### config.mk
export PLATFORM = sky130hd
export DESIGN_NAME = fixed_partition_allocator
export DESIGN_NICKNAME = d
export VERILOG_FILES = /design/src/hdl/fpa_pkg.sv /design/src/hdl/fixed_partition_allocator.sv
export SDC_FILE = /design/constraint.sdc
export NUM_CORES = 1
export LEC_CHECK = 0
export BUFFER_PORTS_ARGS = -buffer_cell sky130_fd_sc_hd__buf_2
export CAP_MARGIN = 0
export CORE_MARGIN = 3
export CORE_UTILIZATION = 35
export CTS_CLUSTER_DIAMETER = 100
export DETAILED_ROUTE_END_ITERATION = 8
export GPL_ROUTABILITY_DRIVEN = 0
export PLACE_DENSITY_LB_ADDON = 0.15
export SYNTH_ARGS = -nofsm -noshare
export SYNTH_HDL_FRONTEND = slang
export SYNTH_SLANG_ARGS = --single-unit
### constraint.sdc
create_clock -name i_clk -period 7.3 [get_ports i_clk]
set_clock_uncertainty 0.05 [all_clocks]
set_input_delay 1.095 -clock i_clk [delete_from_list [all_inputs] [get_ports i_clk]]
set_output_delay 1.095 -clock i_clk [all_outputs]
set_load 0.05 [all_outputs]
### src/hdl/fpa_pkg.sv
package fpa_pkg;

    localparam int NUM_PARTITIONS = 6;
    localparam int NUM_CFG        = 6;
    localparam int IDX_W          = (NUM_PARTITIONS > 1) ? $clog2(NUM_PARTITIONS) : 1;
    localparam int CFG_IDX_W      = 3;
    localparam int CAP_W          = 8;
    localparam int PID_W          = 16;
    localparam int MEM_W          = 11;
    localparam int PART_W         = 3;

    localparam logic [CAP_W-1:0] CAP_RESET [NUM_CFG] = '{
        8'd40, 8'd25, 8'd15, 8'd10, 8'd8, 8'd2
    };

    typedef enum logic [0:0] {
        K_ALLOC   = 1'b0,
        K_RELEASE = 1'b1
    } t_kind;

    typedef enum logic [1:0] {
        ST_GRANTED   = 2'd0,
        ST_NO_FIT    = 2'd1,
        ST_RELEASED  = 2'd2,
        ST_NOT_FOUND = 2'd3
    } t_status;

    typedef enum logic [2:0] {
        S_IDLE,
        S_SCAN,
        S_SUM,
        S_FINAL,
        S_DONE
    } t_state;

    typedef struct packed {
        t_kind              kind;
        logic [PID_W-1:0]   process_id;
        logic [CAP_W-1:0]   request_size;
    } t_req;

    typedef struct packed {
        t_status            status;
        logic [PART_W-1:0]  partition_number;
        logic [MEM_W-1:0]   memory_used;
        logic [MEM_W-1:0]   total_free;
        logic [MEM_W-1:0]   usable_free;
    } t_rsp;

endpackage

### src/hdl/fixed_partition_allocator.sv
// Channel | Direction | Handshake                    | Payload
// in      | input     | i_in_valid / o_in_ready      | i_in_data  (fpa_pkg::t_req)
// out     | output    | o_out_valid / i_out_ready    | o_out_data (fpa_pkg::t_rsp)
// cfg     | input     | i_cfg_we (no wait)           | i_cfg_idx, i_cfg_data
//
// One item at a time: accept, then a search of one partition per cycle through a
// single compare unit, then a summing pass over all partitions into the capacity
// and usable-free accumulators, then a final step that forms total free and
// registers the result, which is held while the output side stalls; o_in_ready
// rises the cycle after the result is taken.
// Reset (synchronous, active low) frees every partition, zeroes memory used and
// loads the default capacities.
module fixed_partition_allocator (
    input  logic                                   i_clk,
    input  logic                                   i_rst_n,
    input  logic                                   i_in_valid,
    output logic                                   o_in_ready,
    input  fpa_pkg::t_req                          i_in_data,
    output logic                                   o_out_valid,
    input  logic                                   i_out_ready,
    output fpa_pkg::t_rsp                          o_out_data,
    input  logic                                   i_cfg_we,
    input  logic [fpa_pkg::CFG_IDX_W-1:0]          i_cfg_idx,
    input  logic [fpa_pkg::CAP_W-1:0]              i_cfg_data
);
    import fpa_pkg::*;

    t_state             r_state, n_state;
    t_req               r_req;
    logic [IDX_W-1:0]   r_idx;
    logic [CAP_W-1:0]   r_cap   [NUM_CFG];
    logic               r_valid [NUM_PARTITIONS];
    logic [PID_W-1:0]   r_pid   [NUM_PARTITIONS];
    logic [CAP_W-1:0]   r_size  [NUM_PARTITIONS];
    logic [MEM_W-1:0]   r_used;
    logic [MEM_W-1:0]   r_cap_sum;
    logic [MEM_W-1:0]   r_usable;
    t_status            r_status;
    logic [PART_W-1:0]  r_part;
    t_rsp               r_out;

    logic               hit;
    logic               last_scan;
    logic               last_sum;
    logic               in_fire;
    logic [CAP_W-1:0]   cur_cap;

    assign in_fire   = i_in_valid && o_in_ready;
    assign cur_cap   = r_cap[r_idx];
    assign last_sum  = (r_idx == IDX_W'(NUM_PARTITIONS - 1));

    // shared compare unit: one partition per cycle
    always_comb begin
        if (r_req.kind == K_ALLOC) begin
            hit       = !r_valid[r_idx] && (cur_cap >= r_req.request_size);
            last_scan = (r_idx == '0);
        end else begin
            hit       = r_valid[r_idx] && (r_pid[r_idx] == r_req.process_id);
            last_scan = last_sum;
        end
    end

    always_comb begin
        n_state = r_state;
        case (r_state)
            S_IDLE:  if (i_in_valid) n_state = S_SCAN;
            S_SCAN:  if (hit || last_scan) n_state = S_SUM;
            S_SUM:   if (last_sum) n_state = S_FINAL;
            S_FINAL: n_state = S_DONE;
            S_DONE:  if (i_out_ready) n_state = S_IDLE;
            default: n_state = S_IDLE;
        endcase
    end

    always_comb begin
        o_in_ready  = (r_state == S_IDLE);
        o_out_valid = (r_state == S_DONE);
    end

    assign o_out_data = r_out;

    always_ff @(posedge i_clk) begin
        if (!i_rst_n) begin
            r_state <= S_IDLE;
            r_used  <= '0;
            for (int k = 0; k < NUM_PARTITIONS; k++) r_valid[k] <= 1'b0;
            for (int k = 0; k < NUM_CFG; k++) r_cap[k] <= CAP_RESET[k];
        end else begin
            r_state <= n_state;

            if (i_cfg_we && (i_cfg_idx < CFG_IDX_W'(NUM_CFG))) begin
                r_cap[i_cfg_idx] <= i_cfg_data;
            end

            if (r_state == S_SCAN && hit) begin
                if (r_req.kind == K_ALLOC) begin
                    r_valid[r_idx] <= 1'b1;
                    r_used         <= r_used + MEM_W'(r_req.request_size);
                end else begin
                    r_valid[r_idx] <= 1'b0;
                    r_used <= (r_used >= MEM_W'(r_size[r_idx]))
                              ? r_used - MEM_W'(r_size[r_idx]) : '0;
                end
            end
        end
    end

    // payload and counters, no reset needed
    always_ff @(posedge i_clk) begin
        case (r_state)
            S_IDLE: begin
                if (in_fire) begin
                    r_req <= i_in_data;
                    r_idx <= (i_in_data.kind == K_ALLOC) ? IDX_W'(NUM_PARTITIONS - 1) : '0;
                end
            end
            S_SCAN: begin
                if (hit) begin
                    r_status <= (r_req.kind == K_ALLOC) ? ST_GRANTED : ST_RELEASED;
                    r_part   <= PART_W'(r_idx) + PART_W'(1);
                    if (r_req.kind == K_ALLOC) begin
                        r_pid[r_idx]  <= r_req.process_id;
                        r_size[r_idx] <= r_req.request_size;
                    end
                end else if (last_scan) begin
                    r_status <= (r_req.kind == K_ALLOC) ? ST_NO_FIT : ST_NOT_FOUND;
                    r_part   <= '0;
                end
                if (hit || last_scan) begin
                    r_idx     <= '0;
                    r_cap_sum <= '0;
                    r_usable  <= '0;
                end else if (r_req.kind == K_ALLOC) begin
                    r_idx <= r_idx - IDX_W'(1);
                end else begin
                    r_idx <= r_idx + IDX_W'(1);
                end
            end
            S_SUM: begin
                r_cap_sum <= r_cap_sum + MEM_W'(cur_cap);
                if (!r_valid[r_idx]) r_usable <= r_usable + MEM_W'(cur_cap);
                if (!last_sum) r_idx <= r_idx + IDX_W'(1);
            end
            S_FINAL: begin
                r_out.status           <= r_status;
                r_out.partition_number <= r_part;
                r_out.memory_used      <= r_used;
                r_out.total_free       <= (r_cap_sum >= r_used) ? r_cap_sum - r_used : '0;
                r_out.usable_free      <= r_usable;
            end
            default: ;
        endcase
    end

endmodule

; ---- Yosys cells after proc, flatten, opt, wreduce, memory -nomap -nowiden
; Memory sizes are Yosys's and may differ from the RTL's. A register that Yosys moved wholly into a read port is not among the register bits.
; Cells that the tools add are included.
; Widths: inputs -> output; s select.
[word_totals]
ff_bits = 107
latchBits = 0
ramBits = 198
rom_bits = 0
in_bits = 41
output_inout_bits = 40
memories = 4
[memory_table]
columns = name, depth, word_bits, rd, rd_clocked_by_memory_dff, write_ports, line_no
row1 = r_pid, 6, 16, 1, 1, 1, fixed_partition_allocator.sv:33  ; logic [PID_W-1:0] r_pid [NUM_PARTITIONS];
row2 = r_cap, 6, 8, 1, 1, 6, fixed_partition_allocator.sv:31  ; logic [CAP_W-1:0] r_cap [NUM_CFG];
row3 = r_size, 6, 8, 1, 1, 1, fixed_partition_allocator.sv:34  ; logic [CAP_W-1:0] r_size [NUM_PARTITIONS];
row4 = r_valid, 6, 1, 1, 1, 6, fixed_partition_allocator.sv:32  ; logic r_valid [NUM_PARTITIONS];
[classes]
n_addsub = 7
n_mul = 0
div = 0
order_cmp = 4
n_eq_ne = 13
shifts = 0
muxes = 51
bitwise_logic = 1
n_reduce_logical = 20
[op_table]
columns = cell, n
row1 = $mux 3, 17
row2 = $mux 11, 4
row3 = $pmux 11 s2, 2
row4 = $add 11x8->11, 3
row5 = $mux 1, 21
row6 = $eq 16x16->1, 1
row7 = $pmux 3 s5, 1
row8 = $ge 11x11->1, 1
row9 = $ge 11x8->1, 1
row10 = $sub 11x11->11, 1
row11 = $sub 11x8->11, 1
row12 = $pmux 3 s3, 1
row13 = $ge 8x8->1, 1
row14 = $mux 2, 4
row15 = $mux 8, 1
row16 = $ne 2x2->1 const B, 4
row17 = $reduce_or 8->1, 1
row18 = $eq 3x2->1 const B, 2
row19 = $eq 3x3->1 const B, 2
row20 = $logic_not 3->1, 2
row21 = $ne 2x1->1 const B, 3
row22 = $reduce_and 2->1, 3
row23 = $reduce_and 3->1, 2
row24 = $logic_and 1x1->1, 5
row25 = other kinds (11), 12

; ---- Logic depth before layout (Yosys ltp)
[logic_depth]
word_depth = 10
ltp_mapped = 19

; ---- Worst setup path after synthesis
; OpenSTA, ideal clock, no wires.
[synth_timing]
kind = reg-to-reg
start = register (tool-made name)
end = memory r_pid[4][0], enable pin
setup_time_ns = 0.437
arrival_time_ns = 5.416
required_time_ns = 6.813
setup_slack_ns = 1.397
stages_incl_launch_ff = 15
n_path_buf = 6
synth_period_minus_slack_ns = 5.903
cell_sequence = dfxtp_1 buf_6 buf_4 buf_2 buf_2 buf_1 mux4_2 mux2_2 ha_1 a211o_1 o22ai_1 nor3b_1 nand3_1 clkbuf_1 nor3_1
[synth_rtl]
columns = element, line_no
row1 = end: declaration, fixed_partition_allocator.sv:33

==> results.md <==
- Outcome: finished clean
- Overall die area: 46300 sq um
- Clock period minus final worst setup slack: 4670 ps
- Std cell rows: 76
- Sum of internal, switching and leakage power: 6.47 mW
- Net count, final: 1304
- CP Buf/Inv Count: 2
- Storage element area: 9580 sq um
- Share of synthesized area spent on multiplexers: 9.49%
- Violation count after the first detailed-routing iteration: 491
- Root Buffer Master: clkbuf_16
- CTS H-tree lvls: 2
- Area added between synthesis and finish: 16.1%
- Largest net degree at the start of global routing: 40
- Cell depth of the worst min-delay path: 0
- Synth async-reset ratio: 0%
- Power density cells: 364 nW/um^2
- Register-to-Register Path Depth: 7
- Multi-input gate area: 5400 sq um
- Worst path setup slack after routing: 2630 ps
- Share of synthesized cell area in full adder, half adder and majority cells: 5.14%
- Setup repair after global routing missed its margin: no
- Global-route wire length before repair: 54.7 mm
- Clock latency at the later pin of the worst-skew pair: 560 ps
- I/O pin total: 81
- Most instantiated flip-flop cell in the synthesis netlist: edfxtp_1
- Slew of the pin with the lowest slew margin: 1100 ps
- Via count of the first global-routing pass: 9179
- Synthesis-stage register bit count: 326
- Leakage Power: 6.47 nW
- Total placed instance area: 16500 sq um
- Number of library cell types mapped by synthesis: 75
- Fin crit share: 63.9%
- Worst Setup Path Type: reg2reg
- Cell family contributing the most delay on the critical path: simple AND/OR/NAND/NOR gates
- Die height: 215 um
- Num CTS Buffers: 38
- Path category of the worst min-delay check: reg2reg
- Number of antenna violations at the first check in global routing: 0
- Number of pins with negative max-slew slack in the final report: 0
- Maximum single-stage delay on the critical path: 810 ps
- Reg2Reg Setup Slack: 2630 ps
- CP Max Fanout: 33
- Clock-pin transition on the worst setup and hold timing paths: 60 ps
- Number of input and output port buffers inserted: 80
- Core footprint: 43200 sq um
- Number of synthesized flops with an enable pin: 304
- Setup WS pre-CTS: 2660 ps
- Number of cells in the finished layout apart from fillers: 1818
- Layout cell share with drive strength beyond 1: 18.7%
- Starting density of the core: 35.5%
- Critical Path Source Type: flip-flop
- Avg Synthesized Cell Area: 14.1 sq um
- CP cell instances: buf_4 > mux4_2 > mux2i_1 > nor3b_1 > nand3_1 > nor3_2 > buf_4
- Residual overflow from global routing: 0
- Deepest clock path buffer count: 3
- Syn Inst Count: 1090
- Cell type with the highest occurrence count on the critical path: buf_4
- Number of failing hold endpoints at the final stage: 0
- Hold bufs inserted after CTS: 0
- Worst min-delay path endpoint: o_out_data[34]
- Slew Limit Headroom: 26.4%
- Share of synthesized area occupied by flip-flops and latches: 62.4%
- Critical path capture point type: flip-flop
- Max frequency: 214 MHz
- Horizontal die dimension: 215 um
- Post-layout instance area: 17800 sq um
- Max-cap viol count: 0
- Via density per instance: 5.00
- Final antenna diode count: 0
- Final core occ: 41.2%
- Critical R2R Capture: r_size[4][2]
- Total Routing Usage GR: 15.3%
- Compound-gate portion of the synthesized area: 8.03%
- Post-CTS repair timing setup buffer count: 0
- Main combinational cell family by area after synthesis: simple AND/OR/NAND/NOR gates
- Final setup violation count: 0
- CTS tree: yes
- Worst supply voltage drop on vdd: 0.177 mV
- Worst min-delay path startpoint: r_part[1]
- Detailed-route via count: 9092
- Placed insts: 1748
- Quantity of gates resized following cts: 0
- Summed instance area of the synthesized netlist: 15300 sq um
- Final wirelength: 35.4 mm
- DRT Pass-1 Iters: 5
- Post-detailed-route wirelength per cell: 19.5 um
- Detail Route Antenna Nets: 0
- CP arrival: 4810 ps
- Final hold slack: 370 ps
- DRC Markers: 0
- Slowest cell on crit path: dfxtp_2
- Simple-gate portion of the synthesized area: 9.72%
- Setup TNS: 0 ps
- Required time reported for the critical path endpoint: 7440 ps
- Number of fill cells: 4067
- Sink count of the clock tree: 326
- Synth warn: 0
- Total half-perimeter wirelength after legalization and detailed placement: 23.4 mm
- Area share of xor/xnor cells in the synthesized design: 2.23%
[layout by cell type (no fill, tap or decap), types with 28 or more instances in the layout]
master and instances:
a21oi_1 37, edfxtp_1 304, buf_2 80, clkbuf_16 39, nand2_1 50, and2_1 28, mux2i_1 38, nor2_1 48
o21ai_0 40, ha_1 55, inv_1 67, mux4_2 35, nor3_1 33
[routing by layer]
layer	global-route usage, %	routed length [um]
met5	0	0
met4	4.10	718
met3	3.10	1640
met2	23.6	15800
met1	22.1	17300
[where the power goes]
| part | internal [mW] | switching (mW) | total (mW) |
|---|---|---|---|
| Combinational | 0.873 | 1.15 | 2.03 |
| Sequential | 2.26 | 0.254 | 2.52 |
| Clock | 1.15 | 0.772 | 1.93 |
[cells in the mapped netlist (22+ instances only)]
master | n | area [sq um]
nor2_1 | 49 | 184
nor3_1 | 37 | 185
clkbuf_1 | 23 | 86.3
nand2b_1 | 24 | 150
ha_1 | 55 | 688
nand2_1 | 50 | 188
and2_1 | 28 | 175
edfxtp_1 | 304 | 9130
xnor2_1 | 24 | 210
mux2i_1 | 38 | 380
dfxtp_1 | 22 | 440
o21ai_0 | 42 | 210
mux4_2 | 35 | 788
inv_1 | 67 | 251
a21oi_1 | 37 | 185
[how the worst max path moves through the flow]
stage,from,end,cells past startpoint
detailed placement,flip-flop,r_size[1][2],7
floorplan,flip-flop,r_pid[4][0],14
finish,flip-flop,r_size[4][2],7
CTS,flip-flop,r_size[1][3],7
global placement,flip-flop,r_cap_sum[3],10
global route,flip-flop,r_size[1][0],7
[registers in the layout, summed over array words and instances (netlist names), named ones only]
name / count
o_out_data: 38
r_cap: 64
r_cap_sum: 11
r_idx: 3
r_part: 3
r_pid: 96
r_req: 25
r_size: 48
r_state: 3
r_status: 2
r_usable: 11
r_used: 11
r_valid: 8
[logic make-up after synthesis]
group | Yosys count
AOI/OAI and AO/OA | 184
xor gates and xnor gates | 39
adders and majority gates | 60
buffers and inverters | 109
DFF | 326
muxes | 98
other | 1
and+or+nand+nor | 273
[worst reg2reg max path, delay by kind of cell (launching register included)]
family	cells	cell delay, ps
DFF	1	810
muxes	2	1170
and+or+nand+nor	3	1230
buffers and inverters	2	1040
[layout make-up]
cell class,instances,area share (%)
clock buffer,49,5.81
clock inverter,21,1.42
inverter,68,1.43
multi-input combinational,670,30.3
sequential,326,53.8
tap,585,4.11
timing repair buffer,99,3.05
Power figures use the tool's default switching activity.
